## config.mk

```make
export PLATFORM = sky130hd
export DESIGN_NAME = pip_ctrl
export DESIGN_NICKNAME = d
export VERILOG_FILES = /design/src/sv/pip_pkg.sv /design/src/sv/pip_ctrl.sv
export SDC_FILE = /design/constraint.sdc
export NUM_CORES = 1
export LEC_CHECK = 0
export CAP_MARGIN = 25
export CORE_MARGIN = 3
export CORE_UTILIZATION = 35
export DETAILED_ROUTE_END_ITERATION = 12
export DONT_BUFFER_PORTS = 1
export PLACE_DENSITY = 0.5
export SYNTH_ARGS = -nofsm -noshare
export SYNTH_HDL_FRONTEND = slang
export SYNTH_SLANG_ARGS = --single-unit
```

## constraint.sdc

```tcl
create_clock -name aclk -period 3.35 [get_ports aclk]
set_input_delay 0.67 -clock aclk [delete_from_list [all_inputs] [get_ports aclk]]
set_output_delay 0.67 -clock aclk [all_outputs]
set_load 0.01 [all_outputs]
```

## src/sv/pip_pkg.sv

```systemverilog
// Shared types, constants and op codes of the point-in-polygon test core.
package pip_pkg;

    localparam int MAX_VERTICES = 64;
    localparam int COORD_W      = 32;
    localparam int IDX_W        = $clog2(MAX_VERTICES);
    localparam int CNT_W        = $clog2(MAX_VERTICES + 1);
    localparam int TOL_W        = 8;
    localparam int PROD_W       = 2 * COORD_W;

    localparam logic [1:0] OP_CLEAR  = 2'd0;
    localparam logic [1:0] OP_APPEND = 2'd1;
    localparam logic [1:0] OP_QUERY  = 2'd2;

    typedef logic signed [COORD_W-1:0] coord_t;
    typedef logic [COORD_W-1:0]        mag_t;

    typedef struct packed {
        logic [1:0]         op;
        logic signed [31:0] x_coord;
        logic signed [31:0] y_coord;
    } pip_in_t;

    typedef struct packed {
        logic is_inside;
        logic polygon_empty;
        logic vertices_dropped;
    } pip_out_t;

    // controller to datapath
    typedef struct packed {
        logic             do_clear;
        logic             do_append;
        logic             do_query;
        logic             rd_en;
        logic [IDX_W-1:0] rd_addr;
        logic             rd_edge;
        logic             rd_near;
        logic             out_load;
    } pip_cmd_t;

    // datapath to controller
    typedef struct packed {
        logic [CNT_W-1:0] count;
        logic             busy;
        logic             out_free;
    } pip_stat_t;

endpackage

```

## src/sv/pip_ctrl.sv

```systemverilog
// Controller: input decode and the vertex read sequence of a query.
module pip_ctrl
    import pip_pkg::*;
(
    input  logic      aclk,
    input  logic      aresetn,
    input  logic      s_valid,
    output logic      s_ready,
    input  logic [1:0] op,
    input  pip_stat_t stat,
    output pip_cmd_t  cmd
);

    localparam logic [1:0] ST_IDLE  = 2'd0;
    localparam logic [1:0] ST_ISSUE = 2'd1;
    localparam logic [1:0] ST_DRAIN = 2'd2;
    localparam logic [1:0] ST_DONE  = 2'd3;

    logic [1:0]       state_reg, state_next;
    logic [IDX_W-1:0] idx_reg, idx_next;
    logic             first_reg, first_next;
    logic [IDX_W-1:0] last_idx;

    assign last_idx = IDX_W'(stat.count - 1'b1);
    assign s_ready  = (state_reg == ST_IDLE);

    always_comb begin
        state_next = state_reg;
        idx_next   = idx_reg;
        first_next = first_reg;
        cmd        = '0;
        unique case (state_reg)
            ST_IDLE: begin
                if (s_valid) begin
                    unique case (op)
                        OP_CLEAR:  cmd.do_clear  = 1'b1;
                        OP_APPEND: cmd.do_append = 1'b1;
                        OP_QUERY: begin
                            cmd.do_query = 1'b1;
                            idx_next     = '0;
                            first_next   = 1'b1;
                            state_next   = (stat.count == '0) ? ST_DONE : ST_ISSUE;
                        end
                        default: ;
                    endcase
                end
            end
            ST_ISSUE: begin
                // read the closing vertex first, then walk the table
                cmd.rd_en = 1'b1;
                if (first_reg) begin
                    cmd.rd_addr = last_idx;
                    first_next  = 1'b0;
                end else begin
                    cmd.rd_addr = idx_reg;
                    cmd.rd_edge = 1'b1;
                    cmd.rd_near = 1'b1;
                    idx_next    = idx_reg + 1'b1;
                    if (idx_reg == last_idx) begin
                        state_next = ST_DRAIN;
                    end
                end
            end
            ST_DRAIN: begin
                if (!stat.busy) begin
                    state_next = ST_DONE;
                end
            end
            ST_DONE: begin
                if (stat.out_free) begin
                    cmd.out_load = 1'b1;
                    state_next   = ST_IDLE;
                end
            end
            default: state_next = ST_IDLE;
        endcase
    end

    always_ff @(posedge aclk) begin
        if (!aresetn) begin
            state_reg <= ST_IDLE;
            idx_reg   <= '0;
            first_reg <= 1'b0;
        end else begin
            state_reg <= state_next;
            idx_reg   <= idx_next;
            first_reg <= first_next;
        end
    end

endmodule

```

==> impl_metrics.env, run 1 <==
export IMPL_dr_first_iter_drc_count=20
export IMPL_grt_max_degree=21
export IMPL_fin_cells=132
export IMPL_via_count=714
export IMPL_largest_reg_flops=6
export IMPL_clock_root_buffer="clkbuf_4"
export IMPL_r2r_slack_ps=1230
export IMPL_period_share_pct=73.79
export IMPL_vdd_drop_max_mv=0.3152
export IMPL_cp_end_kind="flop"
export IMPL_worst_path_max_fanout=4
export IMPL_core_mm2=0.002233
export IMPL_finalMaxSlewViolations=0
export IMPL_hold_path_depth=1
export IMPL_antenna_left=0
export IMPL_area_delta_synth_final_pct=4.790
export IMPL_hold_violations=0
export IMPL_maxCapViolCount=0
export IMPL_clkSlewWorstSetupHoldPaths_ps=70
export IMPL_start_util_pct=37.42
export IMPL_final_core_util_pct=39.22
export IMPL_post_cts_buffers=0
export IMPL_routabilityCongestion=0.7354
export IMPL_rows=17
export IMPL_die_h_um=54.87
export IMPL_die_area_mm2=0.003010
export IMPL_synth_edff_count=0
export IMPL_numPortBuffers=0
export IMPL_yosysUniqueCellTypes=27
export IMPL_yosysSeqAreaShare_pct=21.56
export IMPL_grt_pass1_wl_mm=3.022
export IMPL_place_inst=128
export IMPL_required_ps=3520
export IMPL_cts_resized=0
export IMPL_synth_main_ff_cell="dfxtp_1"
export IMPL_arrival_ps=2640
export IMPL_n_antenna_cell=0
export IMPL_postPlaceCellArea_um2=848.3
export IMPL_htreeDepth=1
export IMPL_clk_path_buf_depth=2
export IMPL_async_reset_ff_share_pct=0
export IMPL_wl_mm=1.887
export IMPL_grt_pass1_vias=660
export IMPL_vias_per_cell=5.409
export IMPL_start_kind="primary input"
export IMPL_drc=0
export IMPL_grt_use_total_pct=14.41
export IMPL_detailed_place_hpwl_mm=1.517
export IMPL_fin_nets=126
export IMPL_hp_class="primary input to flop"
export IMPL_tightest_slew_ps=689.7
export IMPL_overflow=0
export IMPL_ioPinCount=28
export IMPL_wl_per_cell_um=14.30
export IMPL_power_mw=0.5089
export IMPL_syn_avg_cell_area_um2=7.960
export IMPL_syn_num_nets=126
export IMPL_numCtsBuffers=3
export IMPL_syn_area_um2=835.8
export IMPL_die_x_um=54.87
export IMPL_drive_gt1_share_pct=5.769
export IMPL_period_minus_slack_ps=2472
export IMPL_worstSkewPairLatency_ps=270
export IMPL_cts_tree="built"
export IMPL_crit_type="primary input to flop"
export IMPL_ys_ff_latch=9
export IMPL_antenna_found_initial=0
export IMPL_relSlewSlack_pct=54.02
export IMPL_powerDensity_mw_per_mm2=581.1
export IMPL_clock_sinks=9
export IMPL_fmax_ghz=0.4045
export IMPL_yosys_warnings=0
export IMPL_rsz0062_at_grt="false"
export IMPL_cellLeakagePower_nw=0.3893
export IMPL_finalSetupTns_ps=0
export IMPL_setup_violations_final=0
export IMPL_drtPass1Iterations=4
export IMPL_outcome="finished clean"
export IMPL_finClkSkew_ps=12.03
export IMPL_ff2ff_path_depth=8
export IMPL_ctsHoldBuffers=0
export IMPL_syn_inst=105
export IMPL_fin_area_um2=875.8
where the power goes:
part	switching (mW)	internal (mW)
clock network	0.0392	0.0440
registers	0.0209	0.123
logic	0.180	0.102
worst max-delay path, cell delays in order:
cell,delay (ps)
inv_1,50
ha_1,230
xnor2_1,230
xnor2_1,100
or4_4,520
o41ai_4,390
nand3_1,150
a221oi_1,310
per-stage QoR:
stage               setup WS [ps]  hold WS (ps)
finish                      878.0         530.0
detailed placement          607.7         551.1
global placement            710.3         558.9
CTS                         880.4         526.5
global route                727.7         529.0
floorplan                   785.3         508.1
final timing paths:
kind / start / endpoint
setup reg to reg: state_reg[1] / idx_reg[4]
setup / recovery: stat[2] / state_reg[0]
hold reg to reg: state_reg[1] / state_reg[1]
hold / removal: aresetn / idx_reg[0]
area by class of cell:
| type | count | area (um^2) |
|---|---|---|
| fillers | 249 | 1358 |
| multi-input cells | 84 | 606.8 |
| flip-flops and latches | 9 | 180.2 |
| well taps | 28 | 35.03 |
| inverters | 7 | 26.28 |
| clock buffers | 3 | 22.52 |
| clock inverters | 1 | 5.005 |
cell families after synthesis:
group / share of synthesized area [%]
xor+xnor: 15.72
compound gates: 21.41
flops: 21.56
buf+inv: 5.839
simple gates: 25.00
fa+ha+maj: 10.48
per-layer routing:
layer | vias up | part of all wire, % | track usage [%]
met4 | 0 | 1.2 | 7.469
met2 | 22 | 44 | 20.87
met5 | - | 0 | 0
met1 | 324 | 47 | 18.79
li1 | 364 | - | -
met3 | 4 | 8.0 | 4.632
layout by cell type, fill, tap and decap left out, drive strengths merged, types with 3 or more instances in the layout:
cell type  netlist  final
a21oi            4      4
a221oi           3      3
clkbuf           4      3
dfxtp            9      9
ha               7      7
inv              7      7
nand2           14     14
nand3            3      3
nor2             5      5
nor2b            4      4
nor3             5      5
nor3b            3      3
o211a            6      6
o21ai            3      3
xnor2            9      9
xor2             6      6
Yosys cell counts (all sizes together) (4+ instances only):
library cell	instances	area, um^2
clkbuf	4	15.01
xnor2	9	78.83
o211a	6	60.06
nor2	5	18.77
inv	7	26.28
nor3	5	25.02
nand2	14	52.55
xor2	6	52.55
dfxtp	9	180.2
nor2b	4	25.02
ha	7	87.58
a21oi	4	20.02
(Power assumes the default switching activity.)
==> run 2, diff against run 1 <==
--- a/config.mk
+++ b/config.mk
@@ -10,7 +10,7 @@
 export CORE_UTILIZATION = 35
 export DETAILED_ROUTE_END_ITERATION = 12
 export DONT_BUFFER_PORTS = 1
-export PLACE_DENSITY = 0.5
+export PLACE_DENSITY = 0.52
 export SYNTH_ARGS = -nofsm -noshare
 export SYNTH_HDL_FRONTEND = slang
 export SYNTH_SLANG_ARGS = --single-unit
==> constraint.sdc (replaced) <==
create_clock -name aclk -period 2 [get_ports aclk]
set_input_delay 0.4 -clock aclk [delete_from_list [all_inputs] [get_ports aclk]]
set_output_delay 0.4 -clock aclk [all_outputs]
set_load 0.01 [all_outputs]
==> impl_metrics.env, run 2 (same netlist as run 1, synthesis figures left out) <==
export IMPL_outcome="finished clean"
export IMPL_via_count=748
export IMPL_worst_path_largest_cell_delay_ps=360
export IMPL_fmax_ghz=0.5368
export IMPL_vdd_drop_max_mv=0.6794
export IMPL_start_util_pct=37.42
export IMPL_post_cts_buffers=0
export IMPL_final_common_cell="nand2_1"
export IMPL_ctsHoldBuffers=0
export IMPL_rsz0062_at_grt="false"
export IMPL_die_x_um=54.87
export IMPL_drtPass1Iterations=4
export IMPL_place_inst=140
export IMPL_die_h_um=54.87
export IMPL_detailed_place_hpwl_mm=1.616
export IMPL_crit_type="flop to primary output"
export IMPL_grt_max_degree=20
export IMPL_relSlewSlack_pct=66.07
export IMPL_slowest_stage="nor3b_1"
export IMPL_setup_violations_final=0
export IMPL_fin_area_mm2=0.001005
export IMPL_antenna_left=0
export IMPL_clkSlewWorstSetupHoldPaths_ps=70
export IMPL_drive_gt1_share_pct=18.10
export IMPL_worst_path_max_fanout=7
export IMPL_largest_reg_flops=6
export IMPL_critPathTopFamily="simple AND/OR/NAND/NOR gates"
export IMPL_power_mw=0.9482
export IMPL_dr_first_iter_drc_count=14
export IMPL_overflow=0
export IMPL_core_mm2=0.002233
export IMPL_finClkSkew_ps=4.609
export IMPL_arrival_ps=1460
export IMPL_final_cell_mix="nand2_1 (14), buf_4 (12), dfxtp_1 (9)"
export IMPL_worstSkewPairLatency_ps=260
export IMPL_area_delta_synth_final_pct=20.21
export IMPL_drc=0
export IMPL_maxCapViolCount=0
export IMPL_grt_use_total_pct=15.25
export IMPL_n_antenna_cell=0
export IMPL_finalSetupTns_ps=0
export IMPL_crit_chain="inv_1 -> ha_1 -> nand2_1 -> nor3b_1"
export IMPL_period_share_pct=93.14
export IMPL_clk_path_buf_depth=2
export IMPL_powerDensity_mw_per_mm2=943.7
export IMPL_tightest_slew_ps=503.6
export IMPL_cts_resized=0
export IMPL_start_kind="flop"
export IMPL_antenna_found_initial=0
export IMPL_cellLeakagePower_nw=0.4551
export IMPL_finalMaxSlewViolations=0
export IMPL_routabilityCongestion=0.8124
export IMPL_fin_ws_ps=137.1
export IMPL_cp_end_kind="primary output"
export IMPL_path_buf_inv=1
export IMPL_wl_mm=1.925
export IMPL_required_ps=1600
export IMPL_ioPinCount=28
export IMPL_rows=17
export IMPL_numPortBuffers=0
export IMPL_period_minus_slack_ps=1863
export IMPL_grt_pass1_vias=714
export IMPL_hold_violations=0
export IMPL_numCtsBuffers=3
export IMPL_grt_pass1_wl_mm=3.180
export IMPL_htreeDepth=1
export IMPL_postPlaceCellArea_um2=978.4
export IMPL_clock_sinks=9
export IMPL_clock_root_buffer="clkbuf_4"
export IMPL_cts_tree="built"
export IMPL_fin_nets=138
export IMPL_vias_per_cell=5.194
export IMPL_fin_cells=144
export IMPL_hp_class="primary input to flop"
export IMPL_pre_cts_slack_ps=-141.1
export IMPL_wl_per_cell_um=13.37
export IMPL_die_area_mm2=0.003010
[run 2: worst reg2reg max path, stage by stage (launching register included)]
cell,delay (ps)
dfxtp_1,330
inv_1,120
ha_1,290
nor2_1,70
a21o_1,190
a21oi_1,270
nand4_1,160
xor2_1,150
nor2_1,50
[run 2: per-layer routing]
layer	global-route usage (%)	wire length (um)	share of wire, %
met5	0	0	0
met4	4.979	0	0
met1	17.29	846	44
met2	25.00	939	49
met3	7.084	139	7.2
[run 2: per-stage QoR]
| stage | hold slack, ps | utilization [%] |
|---|---|---|
| after floorplan | 510.9 | - |
| after global placement | 533.7 | 43.81 |
| after detailed placement | 549.3 | 43.81 |
| after CTS | 266.6 | 44.99 |
| after global routing | 259.4 | 44.99 |
| final | 272.9 | 44.99 |
[run 2: layout make-up]
| cell class | count | area [um^2] |
|---|---|---|
| Tap cell | 28 | 35.03 |
| Multi-Input combinational cell | 84 | 626.9 |
| Timing Repair Buffer | 12 | 90.09 |
| Inverter | 7 | 46.29 |
| Sequential cell | 9 | 180.2 |
| Clock buffer | 4 | 26.28 |
| Fill cell | 231 | 1229 |
[run 2: power by group]
| part | leakage [nW] | switching, mW | internal [mW] |
|---|---|---|---|
| combinational | 0.367 | 0.332 | 0.246 |
| sequential | 0.0730 | 0.0219 | 0.205 |
| clock | 0.0150 | 0.0667 | 0.0770 |
| total | 0.455 | 0.420 | 0.528 |
[run 2: final timing paths]
path / start / end / slack (ps) / cells past startpoint
worst max register to register: state_reg[0] / idx_reg[5] / 250 / 8
worst max-delay path: state_reg[0] / cmd[11] / 140 / 4
worst min-delay path: aresetn / idx_reg[0] / 270 / 1
worst min register to register: state_reg[1] / state_reg[1] / 570 / 2
